<file path="config.mk">
export PLATFORM = sky130hd
export DESIGN_NAME = lcd_window_fill_rasterizer_unit
export DESIGN_NICKNAME = d
export VERILOG_FILES = /design/src/sv/lcdwf_pkg.sv /design/src/sv/lcd_window_fill_rasterizer_unit.sv /design/src/sv/lcdwf_emitter.sv
export SDC_FILE = /design/constraint.sdc
export NUM_CORES = 1
export LEC_CHECK = 0
export ABC_AREA = 1
export BUFFER_PORTS_ARGS = -buffer_cell sky130_fd_sc_hd__buf_4
export CORE_ASPECT_RATIO = 0.7
export CORE_MARGIN = 2
export CORE_UTILIZATION = 55
export CTS_CLUSTER_DIAMETER = 200
export CTS_CLUSTER_SIZE = 14
export DETAILED_ROUTE_END_ITERATION = 16
export PLACE_DENSITY = 0.72
export SETUP_SLACK_MARGIN = 0.3
export SLEW_MARGIN = 20
export SYNTH_ARGS = -nofsm -noshare
export SYNTH_HDL_FRONTEND = slang
export SYNTH_SLANG_ARGS = --single-unit
</file>
<file path="constraint.sdc">
create_clock -name clk -period 24.6 [get_ports clk]
set_input_delay 2.46 -clock clk [delete_from_list [all_inputs] [get_ports clk]]
set_output_delay 2.46 -clock clk [all_outputs]
set_load 0.05 [all_outputs]
</file>
<file path="src/sv/lcdwf_pkg.sv">
// ----------------------------------------------------------------------------
// lcdwf_pkg
// Shared types, command codes and byte helpers for the LCD window fill
// rasterizer.
// ----------------------------------------------------------------------------
package lcdwf_pkg;

	localparam int COORD_BITS_DEF = 10;
	localparam int COORD_MAX_BITS = 16;
	localparam int SCREEN_BITS    = 10;
	localparam int COLOR_BITS     = 16;
	localparam int CFG_DATA_BITS  = 16;
	localparam int CFG_IDX_BITS   = 2;
	localparam int IDX_BITS       = 5;

	localparam logic [SCREEN_BITS-1:0] SCREEN_X_MAX_RST = 10'd239;
	localparam logic [SCREEN_BITS-1:0] SCREEN_Y_MAX_RST = 10'd319;
	localparam logic [COLOR_BITS-1:0]  FORE_COLOR_RST   = 16'hFFFF;
	localparam logic [COLOR_BITS-1:0]  BACK_COLOR_RST   = 16'h0000;

	localparam logic [7:0] CMD_COL  = 8'h2A;
	localparam logic [7:0] CMD_ROW  = 8'h2B;
	localparam logic [7:0] CMD_MEMW = 8'h2C;
	localparam logic       DC_DATA  = 1'b1;
	localparam logic       DC_CMD   = 1'b0;

	localparam logic [1:0] OP_RECT = 2'd0;
	localparam logic [1:0] OP_TRI  = 2'd1;
	localparam logic [1:0] OP_TICK = 2'd2;

	localparam logic [CFG_IDX_BITS-1:0] CFG_FORE_COLOR   = 2'd0;
	localparam logic [CFG_IDX_BITS-1:0] CFG_BACK_COLOR   = 2'd1;
	localparam logic [CFG_IDX_BITS-1:0] CFG_SCREEN_X_MAX = 2'd2;
	localparam logic [CFG_IDX_BITS-1:0] CFG_SCREEN_Y_MAX = 2'd3;

	localparam logic [IDX_BITS-1:0] WIN_LEN         = 5'd11;
	localparam logic [IDX_BITS-1:0] PIX_LEN         = 5'd2;
	localparam logic [IDX_BITS-1:0] END_WIN         = 5'd10;
	localparam logic [IDX_BITS-1:0] END_WIN_RESTORE = 5'd21;
	localparam logic [IDX_BITS-1:0] END_PIX         = 5'd1;
	localparam logic [IDX_BITS-1:0] END_PIX_RESTORE = 5'd12;

	localparam logic [3:0] WB_CMD_COL = 4'd0;
	localparam logic [3:0] WB_XA_HI   = 4'd1;
	localparam logic [3:0] WB_XA_LO   = 4'd2;
	localparam logic [3:0] WB_XB_HI   = 4'd3;
	localparam logic [3:0] WB_XB_LO   = 4'd4;
	localparam logic [3:0] WB_CMD_ROW = 4'd5;
	localparam logic [3:0] WB_YA_HI   = 4'd6;
	localparam logic [3:0] WB_YA_LO   = 4'd7;
	localparam logic [3:0] WB_YB_HI   = 4'd8;
	localparam logic [3:0] WB_YB_LO   = 4'd9;

	typedef enum logic [2:0] {
		MODE_IDLE = 3'b001,
		MODE_RECT = 3'b010,
		MODE_TRI  = 3'b100
	} mode_t;

	typedef struct packed {
		logic                      is_pix;
		logic [COLOR_BITS-1:0]     color;
		logic [COORD_MAX_BITS-1:0] xa;
		logic [COORD_MAX_BITS-1:0] ya;
		logic [COORD_MAX_BITS-1:0] xb;
		logic [COORD_MAX_BITS-1:0] yb;
		logic [IDX_BITS-1:0]       end_idx;
	} job_t;

	typedef struct packed {
		logic [7:0] data;
		logic       is_data;
	} out_byte_t;

	function automatic out_byte_t window_byte(
		input logic [3:0]                k,
		input logic [COORD_MAX_BITS-1:0] xa,
		input logic [COORD_MAX_BITS-1:0] ya,
		input logic [COORD_MAX_BITS-1:0] xb,
		input logic [COORD_MAX_BITS-1:0] yb
	);
		out_byte_t r;
		case (k)
			WB_CMD_COL: r = '{data: CMD_COL, is_data: DC_CMD};
			WB_XA_HI:   r = '{data: xa[15:8], is_data: DC_DATA};
			WB_XA_LO:   r = '{data: xa[7:0], is_data: DC_DATA};
			WB_XB_HI:   r = '{data: xb[15:8], is_data: DC_DATA};
			WB_XB_LO:   r = '{data: xb[7:0], is_data: DC_DATA};
			WB_CMD_ROW: r = '{data: CMD_ROW, is_data: DC_CMD};
			WB_YA_HI:   r = '{data: ya[15:8], is_data: DC_DATA};
			WB_YA_LO:   r = '{data: ya[7:0], is_data: DC_DATA};
			WB_YB_HI:   r = '{data: yb[15:8], is_data: DC_DATA};
			WB_YB_LO:   r = '{data: yb[7:0], is_data: DC_DATA};
			default:    r = '{data: CMD_MEMW, is_data: DC_CMD};
		endcase
		return r;
	endfunction

endpackage

</file>
<file path="src/sv/lcd_window_fill_rasterizer_unit.sv">
// ----------------------------------------------------------------------------
// lcd_window_fill_rasterizer_unit
// Turns rectangle, triangle and pixel tick commands into the command/data
// byte stream of an SPI TFT controller.
// ----------------------------------------------------------------------------
// An item passes the input register, the emitter job register and the output
// register. Throughput: one byte per cycle from the output register while m_tready
// is high. A tick sends its pixel colour, plus a full-screen window on the final
// pixel; a start sends its window, plus a full-screen window when fully clipped. The byte sequencer sets this rate.
// Reset clears the drawing state and loads the register defaults.
module lcd_window_fill_rasterizer_unit
	import lcdwf_pkg::*;
#(
	parameter int COORD_BITS = COORD_BITS_DEF
) (
	input  logic                                    clk,
	input  logic                                    arst_n,
	input  logic                                    s_tvalid,
	output logic                                    s_tready,
	// corner_a_x, corner_a_y, corner_b_x, corner_b_y, zero padding
	input  logic [((4*COORD_BITS+7)/8)*8-1:0]       s_tdata,
	// operation
	input  logic [1:0]                              s_tuser,
	output logic                                    m_tvalid,
	input  logic                                    m_tready,
	// out_byte
	output logic [7:0]                              m_tdata,
	// is_data
	output logic                                    m_tuser,
	output logic                                    m_tlast,
	input  logic                                    cfg_we,
	input  logic [CFG_IDX_BITS-1:0]                 cfg_index,
	input  logic [CFG_DATA_BITS-1:0]                cfg_data
);

	localparam int C  = COORD_BITS;
	localparam int PW = 2 * COORD_BITS;

	logic [COLOR_BITS-1:0]  fore_color_q;
	logic [COLOR_BITS-1:0]  back_color_q;
	logic [SCREEN_BITS-1:0] screen_x_max_q;
	logic [SCREEN_BITS-1:0] screen_y_max_q;

	logic         valid_s1;
	logic [1:0]   op_s1;
	logic [C-1:0] ax_s1, ay_s1, bx_s1, by_s1;

	mode_t        mode_q, mode_d;
	logic [C-1:0] col_q, col_d;
	logic [C-1:0] row_q, row_d;
	logic [C-1:0] width_q, width_d;
	logic [C-1:0] height_q, height_d;
	logic [C-1:0] last_col_q, last_col_d;
	logic [C-1:0] last_row_q, last_row_d;

	logic         s1_adv;
	logic         job_free;
	logic         job_go;
	job_t         job_d;

	logic [C-1:0] x_lo, x_hi, y_lo, y_hi;
	logic [COORD_MAX_BITS-1:0] x_hi16, y_hi16, sx16, sy16, xc16, yc16;
	logic [C-1:0] xc, yc;
	logic         tri_vis;

	logic [C-1:0]  cx;
	logic [C-1:0]  col_dist;
	logic [C-1:0]  dy;
	logic [PW-1:0] pt;
	logic [PW-1:0] edge_full;
	logic          tri_fore;
	logic          row_end;
	logic          finish;
	logic [COLOR_BITS-1:0] pix_color;

	// Configuration registers.
	always_ff @(posedge clk or negedge arst_n) begin
		if (!arst_n) begin
			fore_color_q   <= FORE_COLOR_RST;
			back_color_q   <= BACK_COLOR_RST;
			screen_x_max_q <= SCREEN_X_MAX_RST;
			screen_y_max_q <= SCREEN_Y_MAX_RST;
		end else if (cfg_we) begin
			case (cfg_index)
				CFG_FORE_COLOR:   fore_color_q   <= cfg_data;
				CFG_BACK_COLOR:   back_color_q   <= cfg_data;
				CFG_SCREEN_X_MAX: screen_x_max_q <= cfg_data[SCREEN_BITS-1:0];
				CFG_SCREEN_Y_MAX: screen_y_max_q <= cfg_data[SCREEN_BITS-1:0];
				default: ;
			endcase
		end
	end

	// Input register.
	assign s1_adv   = valid_s1 && job_free;
	assign s_tready = !valid_s1 || job_free;

	always_ff @(posedge clk or negedge arst_n) begin
		if (!arst_n) begin
			valid_s1 <= 1'b0;
		end else if (s_tready) begin
			valid_s1 <= s_tvalid;
		end
	end

	always_ff @(posedge clk) begin
		if (s_tvalid && s_tready) begin
			op_s1 <= s_tuser;
			ax_s1 <= s_tdata[C-1:0];
			ay_s1 <= s_tdata[2*C-1:C];
			bx_s1 <= s_tdata[3*C-1:2*C];
			by_s1 <= s_tdata[4*C-1:3*C];
		end
	end

	// Corner sorting and clipping.
	assign x_lo = (ax_s1 > bx_s1) ? bx_s1 : ax_s1;
	assign x_hi = (ax_s1 > bx_s1) ? ax_s1 : bx_s1;
	assign y_lo = (ay_s1 > by_s1) ? by_s1 : ay_s1;
	assign y_hi = (ay_s1 > by_s1) ? ay_s1 : by_s1;

	assign x_hi16  = COORD_MAX_BITS'(x_hi);
	assign y_hi16  = COORD_MAX_BITS'(y_hi);
	assign sx16    = COORD_MAX_BITS'(screen_x_max_q);
	assign sy16    = COORD_MAX_BITS'(screen_y_max_q);
	assign xc16    = (x_hi16 > sx16) ? sx16 : x_hi16;
	assign yc16    = (y_hi16 > sy16) ? sy16 : y_hi16;
	assign xc      = xc16[C-1:0];
	assign yc      = yc16[C-1:0];
	assign tri_vis = (x_lo <= xc) && (y_lo <= yc);

	// Triangle inside test for the current pixel.
	assign cx        = width_q >> 1;
	assign col_dist  = (col_q >= cx) ? (col_q - cx) : (cx - col_q);
	assign dy        = (height_q >= row_q) ? (height_q - row_q) : '0;
	assign pt        = PW'(col_dist) * PW'(height_q);
	assign edge_full = PW'(width_q) * PW'(dy);
	assign tri_fore  = pt <= (edge_full >> 1);

	assign row_end   = col_q >= last_col_q;
	assign finish    = row_end && ((mode_q == MODE_TRI) ? (row_q == '0) : (row_q == last_row_q));
	assign pix_color = ((mode_q == MODE_TRI) && !tri_fore) ? back_color_q : fore_color_q;

	always_comb begin
		mode_d     = mode_q;
		col_d      = col_q;
		row_d      = row_q;
		width_d    = width_q;
		height_d   = height_q;
		last_col_d = last_col_q;
		last_row_d = last_row_q;
		job_go     = 1'b0;
		job_d      = '0;
		case (op_s1)
			OP_RECT: begin
				width_d       = x_hi - x_lo;
				height_d      = y_hi - y_lo;
				col_d         = '0;
				row_d         = '0;
				last_col_d    = x_hi - x_lo;
				last_row_d    = y_hi - y_lo;
				mode_d        = MODE_RECT;
				job_go        = 1'b1;
				job_d.xa      = COORD_MAX_BITS'(x_lo);
				job_d.ya      = COORD_MAX_BITS'(y_lo);
				job_d.xb      = COORD_MAX_BITS'(x_hi);
				job_d.yb      = COORD_MAX_BITS'(y_hi);
				job_d.end_idx = END_WIN;
			end
			OP_TRI: begin
				width_d  = x_hi - x_lo;
				height_d = y_hi - y_lo;
				col_d    = '0;
				job_go   = 1'b1;
				job_d.xa = COORD_MAX_BITS'(x_lo);
				job_d.ya = COORD_MAX_BITS'(y_lo);
				job_d.xb = xc16;
				job_d.yb = yc16;
				if (tri_vis) begin
					last_col_d    = xc - x_lo;
					last_row_d    = yc - y_lo;
					row_d         = yc - y_lo;
					mode_d        = MODE_TRI;
					job_d.end_idx = END_WIN;
				end else begin
					last_col_d    = '0;
					last_row_d    = '0;
					row_d         = '0;
					mode_d        = MODE_IDLE;
					job_d.end_idx = END_WIN_RESTORE;
				end
			end
			OP_TICK: begin
				if (mode_q != MODE_IDLE) begin
					job_go        = 1'b1;
					job_d.is_pix  = 1'b1;
					job_d.color   = pix_color;
					job_d.end_idx = finish ? END_PIX_RESTORE : END_PIX;
					if (finish) begin
						mode_d = MODE_IDLE;
						col_d  = '0;
						row_d  = '0;
					end else if (row_end) begin
						col_d = '0;
						if (mode_q == MODE_TRI) begin
							row_d = row_q - 1'b1;
						end else begin
							row_d = row_q + 1'b1;
						end
					end else begin
						col_d = col_q + 1'b1;
					end
				end
			end
			default: ;
		endcase
	end

	always_ff @(posedge clk or negedge arst_n) begin
		if (!arst_n) begin
			mode_q     <= MODE_IDLE;
			col_q      <= '0;
			row_q      <= '0;
			width_q    <= '0;
			height_q   <= '0;
			last_col_q <= '0;
			last_row_q <= '0;
		end else if (s1_adv) begin
			mode_q     <= mode_d;
			col_q      <= col_d;
			row_q      <= row_d;
			width_q    <= width_d;
			height_q   <= height_d;
			last_col_q <= last_col_d;
			last_row_q <= last_row_d;
		end
	end

	lcdwf_emitter u_emitter (
		.clk          (clk),
		.arst_n       (arst_n),
		.job_load     (s1_adv && job_go),
		.job_in       (job_d),
		.job_free     (job_free),
		.screen_x_max (screen_x_max_q),
		.screen_y_max (screen_y_max_q),
		.m_tvalid     (m_tvalid),
		.m_tready     (m_tready),
		.m_tdata      (m_tdata),
		.m_tuser      (m_tuser),
		.m_tlast      (m_tlast)
	);

	a_idle_clear : assert property (@(posedge clk) disable iff (!arst_n)
		(mode_q == MODE_IDLE) |-> (col_q == '0 && row_q == '0))
		else $error("Idle state holds a nonzero pixel position.");

	a_col_range : assert property (@(posedge clk) disable iff (!arst_n)
		(mode_q != MODE_IDLE) |-> (col_q <= last_col_q))
		else $error("Column position passed the last visible column.");

	a_tri_row_range : assert property (@(posedge clk) disable iff (!arst_n)
		(mode_q == MODE_TRI) |-> (row_q <= last_row_q))
		else $error("Triangle row position passed the last visible row.");

	a_last_cmd : assert property (@(posedge clk) disable iff (!arst_n)
		(m_tvalid && m_tlast && !m_tuser) |-> (m_tdata == CMD_MEMW))
		else $error("A command byte closing a transaction run is not memory write.");

endmodule

</file>
<file path="src/sv/lcdwf_emitter.sv">
// ----------------------------------------------------------------------------
// lcdwf_emitter
// Holds one byte job and plays it out, one byte per cycle while m_tready is high, into a registered
// stream output.
// ----------------------------------------------------------------------------
module lcdwf_emitter
	import lcdwf_pkg::*;
(
	input  logic                   clk,
	input  logic                   arst_n,
	input  logic                   job_load,
	input  job_t                   job_in,
	output logic                   job_free,
	input  logic [SCREEN_BITS-1:0] screen_x_max,
	input  logic [SCREEN_BITS-1:0] screen_y_max,
	output logic                   m_tvalid,
	input  logic                   m_tready,
	output logic [7:0]             m_tdata,  // out_byte
	output logic                   m_tuser,  // is_data
	output logic                   m_tlast
);

	job_t                     job_q;
	logic                     job_v_q;
	logic [IDX_BITS-1:0]      idx_q;
	logic                     step;
	logic                     done;
	logic [COORD_MAX_BITS-1:0] rx;
	logic [COORD_MAX_BITS-1:0] ry;
	logic [IDX_BITS-1:0]      pix_off;
	logic [IDX_BITS-1:0]      win_off;
	out_byte_t                sel;

	assign step     = job_v_q && (!m_tvalid || m_tready);
	assign done     = step && (idx_q == job_q.end_idx);
	assign job_free = !job_v_q || done;

	assign rx      = COORD_MAX_BITS'(screen_x_max);
	assign ry      = COORD_MAX_BITS'(screen_y_max);
	assign pix_off = idx_q - PIX_LEN;
	assign win_off = idx_q - WIN_LEN;

	always_comb begin
		if (job_q.is_pix) begin
			if (idx_q < PIX_LEN) begin
				sel.data    = idx_q[0] ? job_q.color[7:0] : job_q.color[15:8];
				sel.is_data = DC_DATA;
			end else begin
				sel = window_byte(pix_off[3:0], '0, '0, rx, ry);
			end
		end else begin
			if (idx_q < WIN_LEN) begin
				sel = window_byte(idx_q[3:0], job_q.xa, job_q.ya, job_q.xb, job_q.yb);
			end else begin
				sel = window_byte(win_off[3:0], '0, '0, rx, ry);
			end
		end
	end

	always_ff @(posedge clk or negedge arst_n) begin
		if (!arst_n) begin
			job_v_q <= 1'b0;
			idx_q   <= '0;
		end else if (job_load) begin
			job_v_q <= 1'b1;
			idx_q   <= '0;
		end else if (done) begin
			job_v_q <= 1'b0;
		end else if (step) begin
			idx_q <= idx_q + 1'b1;
		end
	end

	always_ff @(posedge clk) begin
		if (job_load) begin
			job_q <= job_in;
		end
	end

	always_ff @(posedge clk or negedge arst_n) begin
		if (!arst_n) begin
			m_tvalid <= 1'b0;
		end else if (step) begin
			m_tvalid <= 1'b1;
		end else if (m_tready) begin
			m_tvalid <= 1'b0;
		end
	end

	always_ff @(posedge clk) begin
		if (step) begin
			m_tdata <= sel.data;
			m_tuser <= sel.is_data;
			m_tlast <= (idx_q == job_q.end_idx);
		end
	end

endmodule
</file>
==> flow_summary.ini, run 1 <==
[run_status]
status = completed

[worst_setup_path]
end_kind = register
reg2reg_depth = 43
critPathBufInv = 7
worst_path_max_delay_cell = nand2_1
rr_startpoint = width_q[2]$_DFFE_PN0P_
r2r_end = u_emitter.job_q[82]$_SDFFCE_PN0P_
crit_path_frequent_cell = nand2_1
r2r_setup_slack_ps = 14400
crit_path_max_fanout = 32
start_kind = register
cp.required_ps = 24880
critical_path_depth = 43
worstPathArrival_ps = 10490
path_delay_family = adder cells
critPathKind = register to register
max_stage_delay_ps = 620

[synthesis]
synth_xor_area_frac = 0.0342
yosys.area.top_type = edfxtp_1
yosysUniqueCellTypes = 63
synth_area_um2 = 22700
syn-instance-count = 2854
synth_top_area_frac = 0.150
async_flop_share = 0.519
avgSynthCellArea_um2 = 7.97
synthSimpleGateAreaFrac = 0.213
synthTopCellsByArea = edfxtp_1, ha_1, fa_1
ys_seq_area_frac = 0.288
synth_compound_area_frac = 0.124
ys_ff_latch = 237
syn_nets = 3300
synth.yosys.warnings = 0
synth-main-ff-cell = edfxtp_1
synth_mux_area_frac = 0.000440
synthAdderAreaFrac = 0.252
synth_top_family_by_area = adder cells
synth_edf_count = 114

[detailed_routing]
avgRoutedWirePerCell_um = 19.5
drt_iter0_drc = 2310
avgViaCountPerCell = 5.74
vias = 19854
drt-total-wl_um = 67500
ant_nets = 0
dr.pass1.iters = 6
drc = 0

[timing]
finalClockSkew_ps = 17.0
rsz0062_at_grt = no
layout_min_cycle_time_ps = 10200
worst_pin_slew_ps = 1050
setup_violations = 0
fin_crit_sh = 0.415
max_slew_margin = 0.297
fmax_mhz = 98.0
finalHoldViolCount = 0
setup_tns_ps = 0
slew_violations = 0

[floorplan]
fp.dieW_um = 247
ioPinCount = 77
die-area_um2 = 43000
start_util = 0.556
fp-row-count = 62
core_um2 = 40900
chipHeight_um = 174

[cts]
cts_buffers = 20
holdBufCountCts = 0
cts_resized = 0
post-cts-setup-buffer-count = 0
cts-root-buf = clkbuf_16
clk_pin_slew_ps = 70
clock_path_buffers = 3
clock-sinks = 237
clock_latency_ps = 530
cts_max_level = 1
tritoncts = built

[finish]
antenna-diode-count = 0
area_growth_pct = 7.19
nets = 3350
drive_gt1_frac = 0.0792

[hold_path]
hp-start = mode_q[2]$_DFFE_PN0P_
hold_path.class = register to register
min_path_cells = 2
min_to = mode_q[2]$_DFFE_PN0P_

[global_route]
grt_pass1_vias = 19316
grt_max_degree = 66
grt_pass1_wl_um = 108000
antenna_found_initial = 0
grt_overflow = 0
grtUsageTotal = 0.323

[placed_design]
gp_congestion = 0.965
place_hpwl_um = 54800
io_buffer_count = 76

[flow_run]
max-cap-violations = 0
==> Yosys cell counts (4+ instances only) <==
cell / n
nand2_1: 606
inv_1: 436
nor2_1: 274
ha_1: 251
o21ai_0: 178
a21oi_1: 157
nand3_1: 143
fa_1: 130
edfxtp_1: 114
dfrtp_1: 92
xor2_1: 66
clkbuf_1: 36
dfstp_2: 31
nor3_1: 27
o21ai_1: 23
nand4_1: 21
xnor2_1: 21
nand2_2: 19
clkinv_1: 17
or2_2: 15
buf_2: 13
a22o_1: 12
o21ai_2: 12
o22ai_1: 11
inv_2: 10
a31oi_1: 9
o211ai_1: 9
a21o_1: 7
a22oi_1: 7
nor4_1: 7
o31ai_1: 7
a221oi_1: 6
nor2_2: 6
o221ai_1: 6
a21boi_1: 5
a21oi_2: 5
nand2_4: 5
o2111ai_1: 5
buf_6: 4
o21ai_4: 4
==> worst max path at each step <==
stage / from / to / slack [ps]
6_report: width_q[2]$_DFFE_PN0P_ / u_emitter.job_q[82]$_SDFFCE_PN0P_ / 14400
5_1_grt: width_q[2]$_DFFE_PN0P_ / u_emitter.job_q[82]$_SDFFCE_PN0P_ / 13680
4_1_cts: width_q[2]$_DFFE_PN0P_ / u_emitter.job_q[76]$_SDFFCE_PN0P_ / 14650
3_5_place_dp: width_q[2]$_DFFE_PN0P_ / u_emitter.job_q[82]$_SDFFCE_PN0P_ / 14660
3_3_place_gp: width_q[1]$_DFFE_PN0P_ / u_emitter.job_q[76]$_SDFFCE_PN0P_ / 14900
2_1_floorplan: width_q[2]$_DFFE_PN0P_ / u_emitter.job_q[76]$_SDFFCE_PN0P_ / 16520
==> sequential cells by signal, summed over array words and instances, names as in the netlist, 2 cells and up <==
register           flops
ax_s1                 10
ay_s1                 10
back_color_q          16
bx_s1                 10
by_s1                 10
col_q                 10
fore_color_q          16
height_q              10
last_col_q            10
last_row_q            10
mode_q                 3
op_s1                  2
row_q                 10
screen_x_max_q        10
screen_y_max_q        10
u_emitter.idx_q        5
u_emitter.job_q       62
u_emitter.m_tdata      8
width_q               10
==> area by class of cell <==
class	count	area, um^2
fill	3718	16500
multi-input combinational	2096	14200
sequential	237	6540
inverter	463	1740
tap	544	681
timing repair buffer	86	646
clock buffer	35	578
==> stage by stage <==
step	util	cell area [um^2]	hold WS [ps]	cells	setup slack, ps
final	0.596	24400	484	3461	14400
after global placement	0.582	23800	468	3426	14900
after floorplan	-	22700	447	2854	16520
after detailed placement	0.582	23800	469	3426	14660
after CTS	0.596	24400	488	3461	14650
after global routing	0.596	24400	510	3461	13680
==> kinds of logic after synthesis <==
logic type	count (synthesis)
AND/OR/NAND/NOR	1143
AO/OA/AOI/OAI	483
multiplexers	1
XOR/XNOR	88
flip-flops	237
buffers and inverters	521
adder cells (fa/ha/maj)	381
==> metal layers <==
metal / vias to the layer above / global-route usage / share of wire
met5: - / 0 / 0
met4: 0 / 0.0354 / 0.011
met3: 55 / 0.0727 / 0.10
met2: 811 / 0.456 / 0.40
met1: 9573 / 0.515 / 0.49
li1: 9415 / - / -
==> cell usage in the layout (no fill, tap or decap), drive strengths merged, types with 8 or more instances in the layout <==
cell type and n:
a22o 12, ha 251, xor2 67, fa 130, a21oi 162, inv 445
nand2 630, nand4 21, a21boi 8, nand3 149, xnor2 21, clkbuf 35
a31oi 9, nor3 30, nor2 282, o211ai 9, o22ai 11, clkinv 18
buf 86, or2 17, edfxtp 114, dfrtp 92, dfstp 31, o21ai 217
==> tightest hold or removal path: stages, from the launching register on <==
cell,delay [ps]
dfrtp_1,340
nand2_1,60
nand2_1,50
Power of run 1 is not shown: default switching activity piles up to over one toggle a cycle in this logic, so the estimate is an artifact.
==> inputs of run 2 (changes only) <==
Clock period 24.6 ns to 10.7 ns, I/O delays scaled along.
==> run 2 against run 1 <==
Sequential share of layout area decreased by 0.085 points. Clock skew fell by 0.70 ps. Routed wire length grew 0.16%.
==> flow_summary.ini, run 2 (same netlist as run 1, synthesis figures left out) <==
[run_status]
status = completed

[hold_path]
min_path_cells = 2
min_to = back_color_q[11]$_DFFE_PN0P_
hp-start = back_color_q[11]$_DFFE_PN0P_
hold_path.class = register to register

[finish]
final_core_util = 0.598
multiInputGateArea_um2 = 14200
drive_gt1_frac = 0.0818
layout_common_cells = nand2_1, inv_1, nor2_1
area_growth_pct = 7.53
fillerInstances = 3670
final_common_cell = nand2_1
antenna-diode-count = 0
reg_top3 = u_emitter.job_q (62), back_color_q (16), fore_color_q (16)
largest_reg_flops = 62
regArea_um2 = 6540
regMostFlops = u_emitter.job_q
nets = 3355

[worst_setup_path]
r2r_setup_slack_ps = 1130
worst_path_max_delay_cell = fa_1
reg2reg_depth = 43
worstPathArrival_ps = 9850
r2r_end = u_emitter.job_q[81]$_SDFFCE_PN0P_
critPathKind = register to register
crit_path_frequent_cell = nand2_1
cp.required_ps = 10980
rr_startpoint = width_q[2]$_DFFE_PN0P_
end_kind = register
crit_path_max_fanout = 32
start_kind = register
max_stage_delay_ps = 560

[cts]
holdBufCountCts = 0
clock_path_buffers = 3
cts-root-buf = clkbuf_16
cts_max_level = 1
clk_pin_slew_ps = 80
tritoncts = built
cts_buffers = 20
clock_latency_ps = 520
clock-sinks = 237

[detailed_routing]
dr.pass1.iters = 6
drt-total-wl_um = 67600
drt_iter0_drc = 2048
vias = 20032
avgRoutedWirePerCell_um = 19.5
ant_nets = 0
drc = 0
avgViaCountPerCell = 5.78

[floorplan]
start_util = 0.556
ioPinCount = 77
core_um2 = 40900
fp-row-count = 62
fp.dieW_um = 247
chipHeight_um = 174
die-area_um2 = 43000

[timing]
setup_tns_ps = 0
layout_min_cycle_time_ps = 9570
finalClockSkew_ps = 16.3
finalHoldViolCount = 0
setup_violations = 0
slew_violations = 0
max_slew_margin = 0.299
fmax_mhz = 104
worst_pin_slew_ps = 1020
rsz0062_at_grt = no
fin_crit_sh = 0.895

[global_route]
grt_max_degree = 74
grt_pass1_vias = 19381
antenna_found_initial = 0
grtUsageTotal = 0.323
grt_overflow = 0
grt_pass1_wl_um = 108000

[placed_design]
place_hpwl_um = 54700
gp_congestion = 0.992
io_buffer_count = 76

[flow_run]
max-cap-violations = 0
==> run 2: worst max-delay path, delay by kind of cell (launching register included) <==
kind                       cells  cell delay (ps)
and+or+nand+nor               17             1950
DFF                            1              530
buffers and inverters          7              810
adders and majority gates      8             3410
xor gates and xnor gates       2              610
AOI/OAI and AO/OA              9             1990
==> run 2: layout make-up <==
class                      count  area share
multi-input combinational   2096       0.581
sequential                   237       0.267
inverter                     463      0.0712
timing repair buffer          91      0.0287
tap                          544      0.0278
clock buffer                  36      0.0238
==> run 2: metal layers <==
| layer | track usage | wire (um) | vias up |
|---|---|---|---|
| met5 | 0 | 0 | - |
| met4 | 0.0487 | 1060 | 0 |
| met3 | 0.0800 | 7670 | 75 |
| met2 | 0.449 | 27000 | 925 |
| met1 | 0.510 | 31900 | 9618 |
| li1 | - | - | 9414 |
==> run 2: worst max-delay path by stage <==
stage | end | slack (ps) | cells past startpoint | from
2_1_floorplan | u_emitter.job_q[76]$_SDFFCE_PN0P_ | 2620 | 47 | width_q[2]$_DFFE_PN0P_
3_3_place_gp | u_emitter.job_q[76]$_SDFFCE_PN0P_ | 1110 | 46 | width_q[2]$_DFFE_PN0P_
3_5_place_dp | u_emitter.job_q[81]$_SDFFCE_PN0P_ | 560 | 43 | width_q[2]$_DFFE_PN0P_
4_1_cts | u_emitter.job_q[81]$_SDFFCE_PN0P_ | 550 | 43 | width_q[2]$_DFFE_PN0P_
5_1_grt | u_emitter.job_q[75]$_SDFFCE_PN0P_ | 350 | 43 | width_q[2]$_DFFE_PN0P_
6_report | u_emitter.job_q[81]$_SDFFCE_PN0P_ | 1130 | 43 | width_q[2]$_DFFE_PN0P_
==> run 2: stage by stage <==
step / worst slack (ps) / cells / instance area [um^2] / hold slack [ps]
final: 1130 / 3467 / 24500 / 487
after detailed placement: 561 / 3430 / 23800 / 469
after global placement: 1110 / 3430 / 23800 / 468
after floorplan: 2620 / 2854 / 22700 / 447
after CTS: 548 / 3466 / 24400 / 491
after global routing: 346 / 3467 / 24500 / 515
==> run 2: repair_timing <==
item / 4_1_cts / 5_1_grt
endpoints found under the setup margin: 0 / 16
resized for setup: 0 / 4
buffers inserted: 0 / 0
Power of run 2 is left out for the same reason.
